### src/mcls_pkg.sv
// Package for the motor command link supervisor: types, codes and helper functions.
`default_nettype none

package mcls_pkg;

    typedef enum logic [1:0] {
        LINK_WAIT      = 2'd0,
        LINK_CONNECTED = 2'd1,
        LINK_LOST      = 2'd2
    } t_link_mode;

    typedef enum logic [1:0] {
        MOTOR_HEALTHY     = 2'd0,
        MOTOR_NOT_STARTED = 2'd1,
        MOTOR_FAILED      = 2'd2
    } t_motor_mode;

    // Input item kinds
    localparam logic [1:0] KIND_RX_BYTE  = 2'd0;
    localparam logic [1:0] KIND_OVERFLOW = 2'd1;
    localparam logic [1:0] KIND_START    = 2'd2;

    // Configuration register indexes
    localparam int unsigned CFG_IDX_W  = 3;
    localparam int unsigned CFG_DATA_W = 16;
    localparam logic [CFG_IDX_W-1:0] CFG_OVF_PER_TICK = 3'd0;
    localparam logic [CFG_IDX_W-1:0] CFG_MISS_LIMIT   = 3'd1;
    localparam logic [CFG_IDX_W-1:0] CFG_FAULT_LIMIT  = 3'd2;
    localparam logic [CFG_IDX_W-1:0] CFG_RECOVER_LIM  = 3'd3;
    localparam logic [CFG_IDX_W-1:0] CFG_BLINK_PERIOD = 3'd4;
    localparam logic [CFG_IDX_W-1:0] CFG_STOP_DUTY    = 3'd5;

    // Register reset values
    localparam logic [15:0] RST_OVF_PER_TICK = 16'd11100;
    localparam logic [7:0]  RST_MISS_LIMIT   = 8'd10;
    localparam logic [7:0]  RST_FAULT_LIMIT  = 8'd5;
    localparam logic [7:0]  RST_RECOVER_LIM  = 8'd3;
    localparam logic [7:0]  RST_BLINK_PERIOD = 8'd10;
    localparam logic [7:0]  RST_STOP_DUTY    = 8'd90;

    // Status codes sent back on a command
    localparam logic [7:0] STATUS_OK          = 8'hAA;
    localparam logic [7:0] STATUS_NOT_STARTED = 8'hBB;
    localparam logic [7:0] STATUS_FAILED      = 8'hCC;

    // Command bands
    localparam logic [7:0] BAND_A_LO = 8'd24;
    localparam logic [7:0] BAND_A_HI = 8'd68;
    localparam logic [7:0] BAND_B_LO = 8'd112;
    localparam logic [7:0] BAND_B_HI = 8'd235;

    function automatic logic [7:0] sat_inc(input logic [7:0] v);
        return (v == 8'hFF) ? v : v + 8'd1;
    endfunction

    function automatic logic command_valid(input logic [7:0] b, input logic [7:0] stop);
        return (b >= BAND_A_LO && b <= BAND_A_HI) ||
               (b >= BAND_B_LO && b <= BAND_B_HI) || (b == stop);
    endfunction

    function automatic logic [7:0] status_code(input t_motor_mode m);
        logic [7:0] code;
        case (m)
            MOTOR_HEALTHY: code = STATUS_OK;
            MOTOR_FAILED:  code = STATUS_FAILED;
            default:       code = STATUS_NOT_STARTED;
        endcase
        return code;
    endfunction

endpackage

`default_nettype wire

### src/motor_command_link_supervisor_unit.sv
// Top level of the motor command link supervisor: input stage, update logic, result stage.
`default_nettype none
// Input register, then state and result registers; one item per cycle when not stalled.
// One pass of compare and saturating-count logic per item; a waiting result holds the
//   input register, and o_ready drops once both stages are full and i_ready is low.
// Reset (synchronous, active low): link waiting for sync, motor not started, counters zero,
//   duty at 90, LED on, configuration registers at their defaults, both stages empty.

module motor_command_link_supervisor_unit (
    input  wire logic                              i_clk,
    input  wire logic                              i_rst_n,
    // input channel
    input  wire logic                              i_valid,
    output logic                                   o_ready,
    input  wire logic [1:0]                        i_kind,
    input  wire logic [7:0]                        i_rx_byte,
    input  wire logic                              i_motor_signal,
    input  wire logic                              i_start_passed,
    // result channel
    output logic                                   o_valid,
    input  wire logic                              i_ready,
    output logic [7:0]                             o_duty,
    output logic                                   o_led,
    output logic                                   o_tx_valid,
    output logic [7:0]                             o_tx_byte,
    output logic [1:0]                             o_link_status,
    output logic [1:0]                             o_motor_status,
    output logic                                   o_tick_fired,
    // configuration channel
    input  wire logic                              i_cfg_valid,
    output logic                                   o_cfg_ready,
    input  wire logic [mcls_pkg::CFG_IDX_W-1:0]    i_cfg_index,
    input  wire logic [mcls_pkg::CFG_DATA_W-1:0]   i_cfg_data
);

    // configuration
    logic [15:0] r_ovf_per_tick;
    logic [7:0]  r_miss_limit;
    logic [7:0]  r_fault_limit;
    logic [7:0]  r_recover_limit;
    logic [7:0]  r_blink_period;
    logic [7:0]  r_stop_duty;

    // input stage
    logic        r_in_vld;
    logic [1:0]  r_kind;
    logic [7:0]  r_rx_byte;
    logic        r_motor_signal;
    logic        r_start_passed;

    // supervisor state
    mcls_pkg::t_link_mode  r_link,  n_link;
    mcls_pkg::t_motor_mode r_motor, n_motor;
    logic        r_fresh,       n_fresh;
    logic [7:0]  r_miss_cnt,    n_miss_cnt;
    logic [7:0]  r_fault_cnt,   n_fault_cnt;
    logic [7:0]  r_recover_cnt, n_recover_cnt;
    logic [7:0]  r_blink_cnt,   n_blink_cnt;
    logic [15:0] r_ovf_cnt,     n_ovf_cnt;
    logic [7:0]  r_duty,        n_duty;
    logic        r_led,         n_led;
    logic        n_send;
    logic        n_tick;

    // result stage
    logic        r_out_vld;
    logic        r_out_tx_valid;
    logic [7:0]  r_out_tx_byte;
    logic        r_out_tick;

    logic        advance;

    assign advance     = r_in_vld && (!r_out_vld || i_ready);
    assign o_ready     = !r_in_vld || advance;
    assign o_cfg_ready = 1'b1;

    always_ff @(posedge i_clk) begin
        if (!i_rst_n) begin
            r_ovf_per_tick  <= mcls_pkg::RST_OVF_PER_TICK;
            r_miss_limit    <= mcls_pkg::RST_MISS_LIMIT;
            r_fault_limit   <= mcls_pkg::RST_FAULT_LIMIT;
            r_recover_limit <= mcls_pkg::RST_RECOVER_LIM;
            r_blink_period  <= mcls_pkg::RST_BLINK_PERIOD;
            r_stop_duty     <= mcls_pkg::RST_STOP_DUTY;
        end else if (i_cfg_valid) begin
            case (i_cfg_index)
                mcls_pkg::CFG_OVF_PER_TICK: r_ovf_per_tick  <= i_cfg_data;
                mcls_pkg::CFG_MISS_LIMIT:   r_miss_limit    <= i_cfg_data[7:0];
                mcls_pkg::CFG_FAULT_LIMIT:  r_fault_limit   <= i_cfg_data[7:0];
                mcls_pkg::CFG_RECOVER_LIM:  r_recover_limit <= i_cfg_data[7:0];
                mcls_pkg::CFG_BLINK_PERIOD: r_blink_period  <= i_cfg_data[7:0];
                mcls_pkg::CFG_STOP_DUTY:    r_stop_duty     <= i_cfg_data[7:0];
                default: ;
            endcase
        end
    end

    // input stage
    always_ff @(posedge i_clk) begin
        if (!i_rst_n) begin
            r_in_vld <= 1'b0;
        end else if (o_ready) begin
            r_in_vld <= i_valid;
        end
    end

    always_ff @(posedge i_clk) begin
        if (i_valid && o_ready) begin
            r_kind         <= i_kind;
            r_rx_byte      <= i_rx_byte;
            r_motor_signal <= i_motor_signal;
            r_start_passed <= i_start_passed;
        end
    end

    // single-pass update; later steps see the values written by earlier ones
    always_comb begin
        n_link        = r_link;
        n_motor       = r_motor;
        n_fresh       = r_fresh;
        n_miss_cnt    = r_miss_cnt;
        n_fault_cnt   = r_fault_cnt;
        n_recover_cnt = r_recover_cnt;
        n_blink_cnt   = r_blink_cnt;
        n_ovf_cnt     = r_ovf_cnt;
        n_duty        = r_duty;
        n_led         = r_led;
        n_send        = 1'b0;
        n_tick        = 1'b0;

        case (r_kind)
            mcls_pkg::KIND_RX_BYTE: begin
                if (r_link == mcls_pkg::LINK_WAIT) begin
                    if (r_rx_byte == r_stop_duty) begin
                        n_link = mcls_pkg::LINK_CONNECTED;
                        n_send = 1'b1;
                    end
                end else if (mcls_pkg::command_valid(r_rx_byte, r_stop_duty)) begin
                    n_duty  = r_rx_byte;
                    n_led   = !r_led;
                    n_fresh = 1'b1;
                    n_link  = mcls_pkg::LINK_CONNECTED;
                    n_send  = 1'b1;
                end
            end
            mcls_pkg::KIND_OVERFLOW: begin
                n_ovf_cnt = r_ovf_cnt + 16'd1;
                if (n_ovf_cnt >= r_ovf_per_tick) begin
                    n_ovf_cnt = '0;
                    n_tick    = 1'b1;
                    // link supervision
                    if (r_link == mcls_pkg::LINK_CONNECTED) begin
                        if (r_fresh) begin
                            n_miss_cnt = '0;
                            n_fresh    = 1'b0;
                        end else begin
                            n_led      = 1'b0;
                            n_miss_cnt = mcls_pkg::sat_inc(r_miss_cnt);
                            if (n_miss_cnt >= r_miss_limit) begin
                                n_duty = r_stop_duty;
                                n_link = mcls_pkg::LINK_LOST;
                            end
                        end
                    end else if (r_link == mcls_pkg::LINK_LOST) begin
                        n_blink_cnt = mcls_pkg::sat_inc(r_blink_cnt);
                        if (n_blink_cnt >= r_blink_period) begin
                            n_led       = !r_led;
                            n_blink_cnt = '0;
                        end
                    end
                    // motor line debounce
                    if (!r_motor_signal && r_motor == mcls_pkg::MOTOR_HEALTHY) begin
                        n_recover_cnt = '0;
                        n_fault_cnt   = mcls_pkg::sat_inc(r_fault_cnt);
                        if (n_fault_cnt >= r_fault_limit) begin
                            n_duty  = r_stop_duty;
                            n_motor = mcls_pkg::MOTOR_FAILED;
                        end
                    end else if (r_motor_signal && r_motor == mcls_pkg::MOTOR_FAILED) begin
                        n_fault_cnt   = '0;
                        n_recover_cnt = mcls_pkg::sat_inc(r_recover_cnt);
                        if (n_recover_cnt >= r_recover_limit) begin
                            n_motor = mcls_pkg::MOTOR_HEALTHY;
                        end
                    end
                end
            end
            mcls_pkg::KIND_START: begin
                if (r_start_passed) begin
                    n_motor = mcls_pkg::MOTOR_HEALTHY;
                end
            end
            default: ;
        endcase
    end

    always_ff @(posedge i_clk) begin
        if (!i_rst_n) begin
            r_link        <= mcls_pkg::LINK_WAIT;
            r_motor       <= mcls_pkg::MOTOR_NOT_STARTED;
            r_fresh       <= 1'b0;
            r_miss_cnt    <= '0;
            r_fault_cnt   <= '0;
            r_recover_cnt <= '0;
            r_blink_cnt   <= '0;
            r_ovf_cnt     <= '0;
            r_duty        <= mcls_pkg::RST_STOP_DUTY;
            r_led         <= 1'b1;
        end else if (advance) begin
            r_link        <= n_link;
            r_motor       <= n_motor;
            r_fresh       <= n_fresh;
            r_miss_cnt    <= n_miss_cnt;
            r_fault_cnt   <= n_fault_cnt;
            r_recover_cnt <= n_recover_cnt;
            r_blink_cnt   <= n_blink_cnt;
            r_ovf_cnt     <= n_ovf_cnt;
            r_duty        <= n_duty;
            r_led         <= n_led;
        end
    end

    // result stage
    always_ff @(posedge i_clk) begin
        if (!i_rst_n) begin
            r_out_vld <= 1'b0;
        end else if (advance) begin
            r_out_vld <= 1'b1;
        end else if (i_ready) begin
            r_out_vld <= 1'b0;
        end
    end

    always_ff @(posedge i_clk) begin
        if (advance) begin
            r_out_tx_valid <= n_send;
            r_out_tx_byte  <= n_send ? mcls_pkg::status_code(n_motor) : 8'h00;
            r_out_tick     <= n_tick;
        end
    end

    // state registers are only touched on advance, so they hold the result's view
    assign o_valid        = r_out_vld;
    assign o_duty         = r_duty;
    assign o_led          = r_led;
    assign o_tx_valid     = r_out_tx_valid;
    assign o_tx_byte      = r_out_tx_byte;
    assign o_link_status  = r_link;
    assign o_motor_status = r_motor;
    assign o_tick_fired   = r_out_tick;

    // assertions
    a_tx_byte_zero: assert property (@(posedge i_clk) disable iff (!i_rst_n)
        (o_valid && !o_tx_valid) |-> (o_tx_byte == 8'h00))
        else $error("status byte set without transmit");

    a_tick_no_tx: assert property (@(posedge i_clk) disable iff (!i_rst_n)
        (o_valid && o_tick_fired) |-> !o_tx_valid)
        else $error("tick and transmit in one result");

    a_fail_stops: assert property (@(posedge i_clk) disable iff (!i_rst_n)
        (advance && n_motor == mcls_pkg::MOTOR_FAILED && r_motor == mcls_pkg::MOTOR_HEALTHY)
        |=> (r_duty == r_stop_duty))
        else $error("motor fault did not force stop duty");

    a_lost_stops: assert property (@(posedge i_clk) disable iff (!i_rst_n)
        (advance && n_link == mcls_pkg::LINK_LOST && r_link == mcls_pkg::LINK_CONNECTED)
        |=> (r_duty == r_stop_duty))
        else $error("link loss did not force stop duty");

    a_no_resync: assert property (@(posedge i_clk) disable iff (!i_rst_n)
        (r_link != mcls_pkg::LINK_WAIT) |=> (r_link != mcls_pkg::LINK_WAIT))
        else $error("link returned to waiting for sync");

endmodule

`default_nettype wire

### config.mk
export PLATFORM = sky130hd
export DESIGN_NAME = motor_command_link_supervisor_unit
export DESIGN_NICKNAME = d
export VERILOG_FILES = /design/src/mcls_pkg.sv /design/src/motor_command_link_supervisor_unit.sv
export SDC_FILE = /design/constraint.sdc
export NUM_CORES = 1
export LEC_CHECK = 0
export BUFFER_PORTS_ARGS = -buffer_cell sky130_fd_sc_hd__buf_4
export CORE_MARGIN = 2
export CORE_UTILIZATION = 50
export DETAILED_ROUTE_END_ITERATION = 6
export PLACE_DENSITY = 0.75
export SETUP_SLACK_MARGIN = 0.5
export SYNTH_ARGS = -nofsm -noshare
export SYNTH_HDL_FRONTEND = slang
export SYNTH_SLANG_ARGS = --single-unit
### constraint.sdc
create_clock -name i_clk -period 3.9 [get_ports i_clk]
set_input_delay 0.975 -clock i_clk [delete_from_list [all_inputs] [get_ports i_clk]]
set_output_delay 0.975 -clock i_clk [all_outputs]
set_load 0.005 [all_outputs]
==> key figures, run 1 <==
Setup path
  • CP Cell Sequence: nand3_4 -> nor3_4 -> and3_4 -> nand3_4 -> xnor2_2 -> ha_1 -> nand4_1 -> or4_4 -> o32a_4 -> a31oi_4 -> buf_12 -> nand2_4 -> or4_1 -> o21ai_1
  • Crit end category: flip-flop
  • R2R depth: 14
  • Crit path max-delay cell type: or4_4
  • Critical Path Stages: 14
  • Buf+Inv Stages, Crit Path: 1
  • Crit path kind: reg -> reg
  • CP dominant cell by count: nand3_4
  • CP required: around 4300 ps
  • Startpoint Class: flip-flop
  • Data arrival, critical path: 3950 ps
  • Critical R2R Capture: r_fault_cnt[0]
  • Crit-path max cell delay: between 400 and 500 ps
  • R2r setup slk: around 310 ps
  • Worst R2R Start: r_ovf_cnt[1]
  • Worst-path maximum fanout: 6
  • Cell family with most CP delay: simple AND/OR/NAND/NOR gates

Yosys
  • Post-Synthesis Cells: 921
  • Post-synth top flop: dfxtp_1
  • Unique masters post-synth: 62
  • Ys Warns: 0
  • Synth Cell Area: about 7600 um2
  • Async SR Flop Fraction: 0%
  • Syn Nets: a little over 1000
  • Post-synthesis sequential area ratio: between 30% and 40%
  • Number of synthesized flops with an enable pin: 18
  • Syn Area/Cell: roughly 8 um2
  • Synth Register Bits: around 140

Routing
  • DRT Pass-1 Iters: 5
  • Top layer in use: met4
  • Initial drt markers: between 500 and 600
  • Antenna viol nets, final: 0
  • DRT Wirelength: about 20000 um
  • Via-to-Cell Ratio: around 5.7
  • Total number of vias: slightly below 7000
  • Met3 wire length: 1050 um
  • DRC: 0
  • Met2 wire len: roughly 10000 um
  • WL/cell: 16.4 um
  • WL met1: between 8000 and 9000 um

Finish
  • Diodes inserted: 0
  • Layout area overhead: 25.2%
  • Nets@finish: ~1100
  • Post-route cell area: approximately 9500 um2
  • Biggest regs: r_ovf_cnt: 16 flops, r_ovf_per_tick: 16 flops
  • Share of cells above drive strength 1: 20.7%

STA
  • Period utilisation layout: 92.1%
  • Max Fclk: about 280 MHz
  • Final setup skew: about 6.5 ps
  • Max_slew headroom: between 20% and 30%
  • Setup TNS Final: 0 ps
  • Hold Vio Cnt, Final: 0
  • Max-slew violations: 0
  • Final setup fails: 0
  • Worst-margin pin slew: roughly 1100 ps
  • RSZ-0062 raised after global routing: true
  • Final period demand of the worst path: around 3600 ps

Die
  • Initial Util: between 50 and 60%
  • Die Ht: about 130 um
  • Std cell rows: between 40 and 50
  • Die area: between 15000 and 20000 um2
  • Core area: approximately 15000 um2
  • Die Wd: 127 um
  • Io pins: 62

Clock network
  • Clk sinks: 138
  • CTS root buf: clkbuf_16
  • Hold-fix buffers, CTS: 0
  • Clock latency on the worst-skew pair: about 430 ps
  • CTS Buffer Depth: 2
  • CTS tree: yes
  • Htree depth: 4
  • Clk slew on worst S/H paths: roughly 60 ps
  • Clock buffer count from CTS: 17

Global routing
  • Grt ovf: 0
  • GRT Total Usage: about a quarter
  • Initial antenna violation count: 0
  • Global-route wire length before repair: around 32000 um
  • Largest net degree at the start of global routing: 50
  • Vias in the first global route: about 6500

Power
  • P per Cell Area: 341 nW/um2
  • Maximum VDD drop: between 0.3 and 0.4 mV
  • Lkg Pwr: ~3.8 nW

Worst hold path
  • Worst Hold Class: reg -> reg
  • Worst hold start: r_fault_limit[5]
  • Hold Path End: r_fault_limit[5]
  • Hold path cells: 2

Placement
  • GPL Wtd Cong: 0.889
  • PortBufs: 60
  • Placed cell area: between 8000 and 9000 um2
  • Final HPWL DP: ~13000 um

Flow run
  • Max Cap Violations: 0

Outcome
  • Outcome: completed
[how the worst max path moves through the flow]
stage,from,endpoint,slack (ps)
2_1_floorplan,r_ovf_cnt[0],r_miss_cnt[3],410
3_3_place_gp,r_ovf_cnt[3],r_miss_cnt[3],130
3_5_place_dp,r_ovf_cnt[0],r_miss_cnt[3],50
4_1_cts,r_ovf_cnt[0],r_miss_cnt[3],370
5_1_grt,r_ovf_cnt[1],r_fault_cnt[0],170
6_report,r_ovf_cnt[1],r_fault_cnt[0],310
[per-layer routing]
layer  up-vias  GRT usage, %
li1       3428             -
met1      3257          30.9
met2       184          41.9
met3        36          4.77
met4         0          9.18
met5         -             0
[placed cells by master, fill, tap and decap left out, types with 20 or more instances in the layout]
master	instances
a21oi_1	80
buf_4	110
dfxtp_1	113
ha_1	58
inv_1	61
nand2_1	153
nand3_1	31
nor2_1	64
nor2b_1	21
o21ai_0	20
xnor2_1	27
[cells in the mapped netlist (5+ instances only)]
| master | instances | area (um2) |
|---|---|---|
| ha_1 | 59 | 738 |
| a22oi_1 | 20 | 150 |
| and2_1 | 11 | 68.8 |
| edfxtp_1 | 18 | 541 |
| a31oi_1 | 10 | 62.6 |
| clkbuf_1 | 32 | 120 |
| a21oi_1 | 84 | 420 |
| nor2_1 | 66 | 248 |
| o2111a_1 | 5 | 56.3 |
| nand2b_1 | 6 | 37.5 |
| xnor2_1 | 28 | 245 |
| nor3_1 | 15 | 75.1 |
| buf_4 | 5 | 37.5 |
| nand4_1 | 12 | 75.1 |
| xor2_1 | 11 | 96.3 |
| nor2b_1 | 21 | 131 |
| dfxtp_1 | 120 | 2400 |
| inv_1 | 61 | 229 |
| and3_1 | 9 | 56.3 |
| nand3_1 | 36 | 180 |
| a311oi_1 | 5 | 43.8 |
| nand2_1 | 158 | 593 |
| o21ai_0 | 27 | 135 |
| o21a_1 | 13 | 97.6 |
| o211ai_1 | 18 | 135 |
| nand4b_1 | 6 | 52.6 |
| or3_1 | 6 | 37.5 |
[cell families (layout without fill, tap and decap cells)]
| kind of cell | after synthesis | count (layout) | synth area share, % |
|---|---|---|---|
| DFF | 138 | 138 | 38.9 |
| adders and majority gates | 59 | 59 | 9.75 |
| muxes | 2 | 2 | 0.297 |
| and+or+nand+nor | 358 | 358 | 21.8 |
| xor gates and xnor gates | 39 | 39 | 4.51 |
| buffers and inverters | 105 | 215 | 5.67 |
| other | 1 | 1 | 0.0495 |
| AOI/OAI and AO/OA | 219 | 219 | 19.1 |
[stage by stage]
stage               total power, mW  utilization, %  hold slack, ps  std cells  worst slack, ps
finish                         3.24            64.8             453       1215              308
global route                   3.34            64.8             470       1215              167
CTS                            3.24            62.9             454       1199              371
detailed placement             1.71            56.7             447       1137             48.1
global placement               1.71            56.7             442       1137              135
floorplan                      1.62               -             436        921              412
[final cells by class]
| type | count | area [um2] |
|---|---|---|
| multi-input cells | 678 | 4510 |
| repair buffers | 121 | 993 |
| clock inverters | 7 | 67.6 |
| clock buffers | 25 | 485 |
| fillers | 1206 | 5160 |
| well taps | 184 | 230 |
| flip-flops and latches | 138 | 2960 |
| inverters | 62 | 233 |
[where the power goes]
group          internal, mW  switching [mW]  total [mW]
registers              1.47          0.0227        1.49
logic                0.0847           0.126       0.211
clock network         0.924           0.614        1.54
[tightest hold or removal path: cells and delay by family, from the launching register on]
family | cells | cell delay (ps)
flops | 1 | 310
compound gates | 1 | 50
simple gates | 1 | 50
[what timing repair did]
action,4_1_cts,5_1_grt
cloned,1,0
setup buffers,29,16
endpoints found under the hold margin,0,0
endpoints found under the setup margin,63,63
pin swaps,22,35
gates resized for setup,31,32
No activity file was read; power rests on OpenSTA's default activity.
==> run 2, diff against run 1 <==
- CORE_UTILIZATION: 50 -> 36
- PLACE_DENSITY: 0.75 -> 0.58
==> key figures, run 2 (synthesized netlist as in run 1, its figures left out) <==
Setup path
  • Critical Path Stages: 14 (unchanged)
  • R2R depth: 14 (unchanged)
  • Worst-path maximum fanout: 6 (unchanged)
  • Startpoint Class: flip-flop
  • CP Cell Sequence: nand3_4 -> nor3_4 -> and3_4 -> nand4_1 -> xnor2_2 -> ha_1 -> nand4_1 -> or4_1 -> o32a_4 -> a31oi_4 -> buf_12 -> nand2_8 -> or4b_1 -> a21oi_1
  • Cell family with most CP delay: simple AND/OR/NAND/NOR gates
  • Buf+Inv Stages, Crit Path: 1 (unchanged)
  • CP required: 4260 ps (about the same)
  • Crit path max-delay cell type: or4b_1
  • CP dominant cell by count: nand4_1
  • Crit path kind: reg -> reg
  • Data arrival, critical path: 3950 ps (about the same)
  • Crit-path max cell delay: 500 ps (about the same)
  • Crit end category: flip-flop

Routing
  • DRT Wirelength: 20300 um (+1.8%)
  • DRC: 0 (unchanged)
  • DRT Pass-1 Iters: 5 (unchanged)
  • Total number of vias: 6717 (-2.7%)
  • WL/cell: 15.7 um (-4.7%)
  • Via-to-Cell Ratio: 5.17 (-8.9%)
  • Initial drt markers: 422 (-27%)
  • Antenna viol nets, final: 0 (unchanged)

Finish
  • Diodes inserted: 0 (unchanged)
  • Most frequent cells in the layout: nand2_1, dfxtp_1, buf_4, a21oi_1, nor2_1
  • Nets@finish: 1105 (-0.72%)
  • Final Instance Count excl. Fillers: 1298 (+6.8%)
  • Layout area overhead: 28.6%
  • Most common cell after layout, fill and taps aside: nand2_1
  • Share of cells above drive strength 1: 21.9% (+1.2 points)
  • Biggest regs: r_ovf_cnt: 16 flops, r_ovf_per_tick: 16 flops
  • Layout fillers: 2028 (+68%)

Global routing
  • Busiest grt layer: met2
  • GRT Total Usage: 18.6% (-6.0 points)
  • Largest net degree at the start of global routing: 48 (-4.0%)
  • Routing usage on met2: 30.6% (-11 points)
  • Global-route wire length before repair: 32500 um (+2.4%)
  • Vias in the first global route: 6358 (-1.7%)
  • Initial antenna violation count: 0 (unchanged)
  • Met3 Usage GRT: 3.30% (-1.5 points)
  • Grt ovf: 0 (unchanged)
  • Grt met1 use: 24.8% (-6.1 points)

Clock network
  • Clock latency on the worst-skew pair: 430 ps (about the same)
  • Clock buffer count from CTS: 17 (unchanged)
  • Htree depth: 4 (unchanged)
  • CTS tree: yes
  • Clk slew on worst S/H paths: 60 ps (about the same)
  • CTS Buffer Depth: 2 (unchanged)
  • Clk sinks: 138 (unchanged)
  • CTS root buf: clkbuf_16

Worst hold path
  • Hold path cells: 2 (unchanged)
  • Worst Hold Class: reg -> reg

STA
  • Hold Vio Cnt, Final: 0 (unchanged)
  • Post-route worst setup slack: 307 ps (-0.785 ps)
  • Worst-margin pin slew: 1040 ps (-24.9 ps)
  • Final period demand of the worst path: 3590 ps (+0.785 ps)
  • Final setup skew: 7.84 ps (+1.38 ps)
  • Setup TNS Final: 0 ps (unchanged)
  • Period utilisation layout: 92.1% (about the same)
  • Max-slew violations: 0 (unchanged)
  • Max Fclk: 278 MHz (about the same)
  • RSZ-0062 raised after global routing: true
  • Final setup fails: 0 (unchanged)
  • Max_slew headroom: 30.1% (+1.7 points)

Die
  • Initial Util: 36.4% (-15 points)
  • Core area: 20800 um2 (+42%)
  • Die Ht: 149 um (+17%)
  • Die Wd: 149 um (+17%)
  • Io pins: 62 (unchanged)
  • Die area: 22200 um2 (+38%)
  • Std cell rows: 53 (+20%)

Power
  • P per Cell Area: 349 nW/um2 (+2.3%)
  • Maximum VDD drop: 0.238 mV (-23%)
  • Lkg Pwr: 3.84 nW (about the same)
  • Total power: 3.40 mW (+5.1%)

Placement
  • GPL Wtd Cong: 0.835 (-6.1%)
  • DP Worst Slack: 62.8 ps (+14.7 ps)
  • Dpl cells: 1229 (+8.1%)
  • Final HPWL DP: 13900 um (+6.4%)
  • PortBufs: 60 (unchanged)

Flow run
  • Max Cap Violations: 0 (unchanged)

Outcome
  • Outcome: completed
## run 2: changes by cell type in the layout (fill, tap and decap cells not counted), moves of 5 or more
cell | before | now
o21ai_1 | 5 | 10
buf_6 | 6 | 14
buf_4 | 110 | 92
o21ai_0 | 20 | 12
## run 2: where the power goes
group | internal, mW | leakage (nW) | total, mW | switching, mW
logic | 0.0855 | 2.40 | 0.217 | 0.132
clock network | 1.07 | 0.298 | 1.70 | 0.630
registers | 1.46 | 1.15 | 1.49 | 0.0229
## run 2: cell type report
class                   count  area, um2  share of cell area (%)
clock buffers              20        437                    4.48
clock inverters            12        174                    1.79
inverters                  62        233                    2.39
multi-input cells         680       4640                    47.7
flip-flops and latches    138       2970                    30.5
well taps                 275        344                    3.53
repair buffers            111        943                    9.68
## run 2: worst reg2reg max path: cells and delay by family (launching register included)
family / cells / cell delay (ps)
buf+inv: 1 / 160
xor+xnor: 1 / 180
compound gates: 3 / 740
fa+ha+maj: 1 / 290
simple gates: 8 / 1780
flops: 1 / 380
## run 2: path summary, 6_finish.rpt
kind,slack [ps],from,endpoint
min reg2reg,450,r_miss_limit[2],r_miss_limit[2]
min,450,r_miss_limit[2],r_miss_limit[2]
max reg2reg,310,r_ovf_cnt[0],r_miss_cnt[3]
max,310,r_ovf_cnt[0],r_miss_cnt[3]
## run 2: metrics by stage
step | util (%) | area, um2 | hold WS, ps
2_1_floorplan | - | 7700 | 436
3_3_place_gp | 40.4 | 8420 | 444
3_5_place_dp | 40.4 | 8420 | 447
4_1_cts | 45.4 | 9450 | 455
5_1_grt | 46.8 | 9740 | 470
6_report | 46.8 | 9740 | 454
## run 2: timing repair
item | CTS | global route
setup endpoints to repair | 62 | 63
hold buffers | 0 | 0
gates cloned | 0 | 2
pin swaps | 26 | 22
setup buffers | 24 | 11
resized for setup | 59 | 45
## run 2: metal layers
metal,share of wire (%),routed length (um)
met1,47,9660
met4,1.3,260
met3,3.3,663
met5,0,0
met2,48,9760
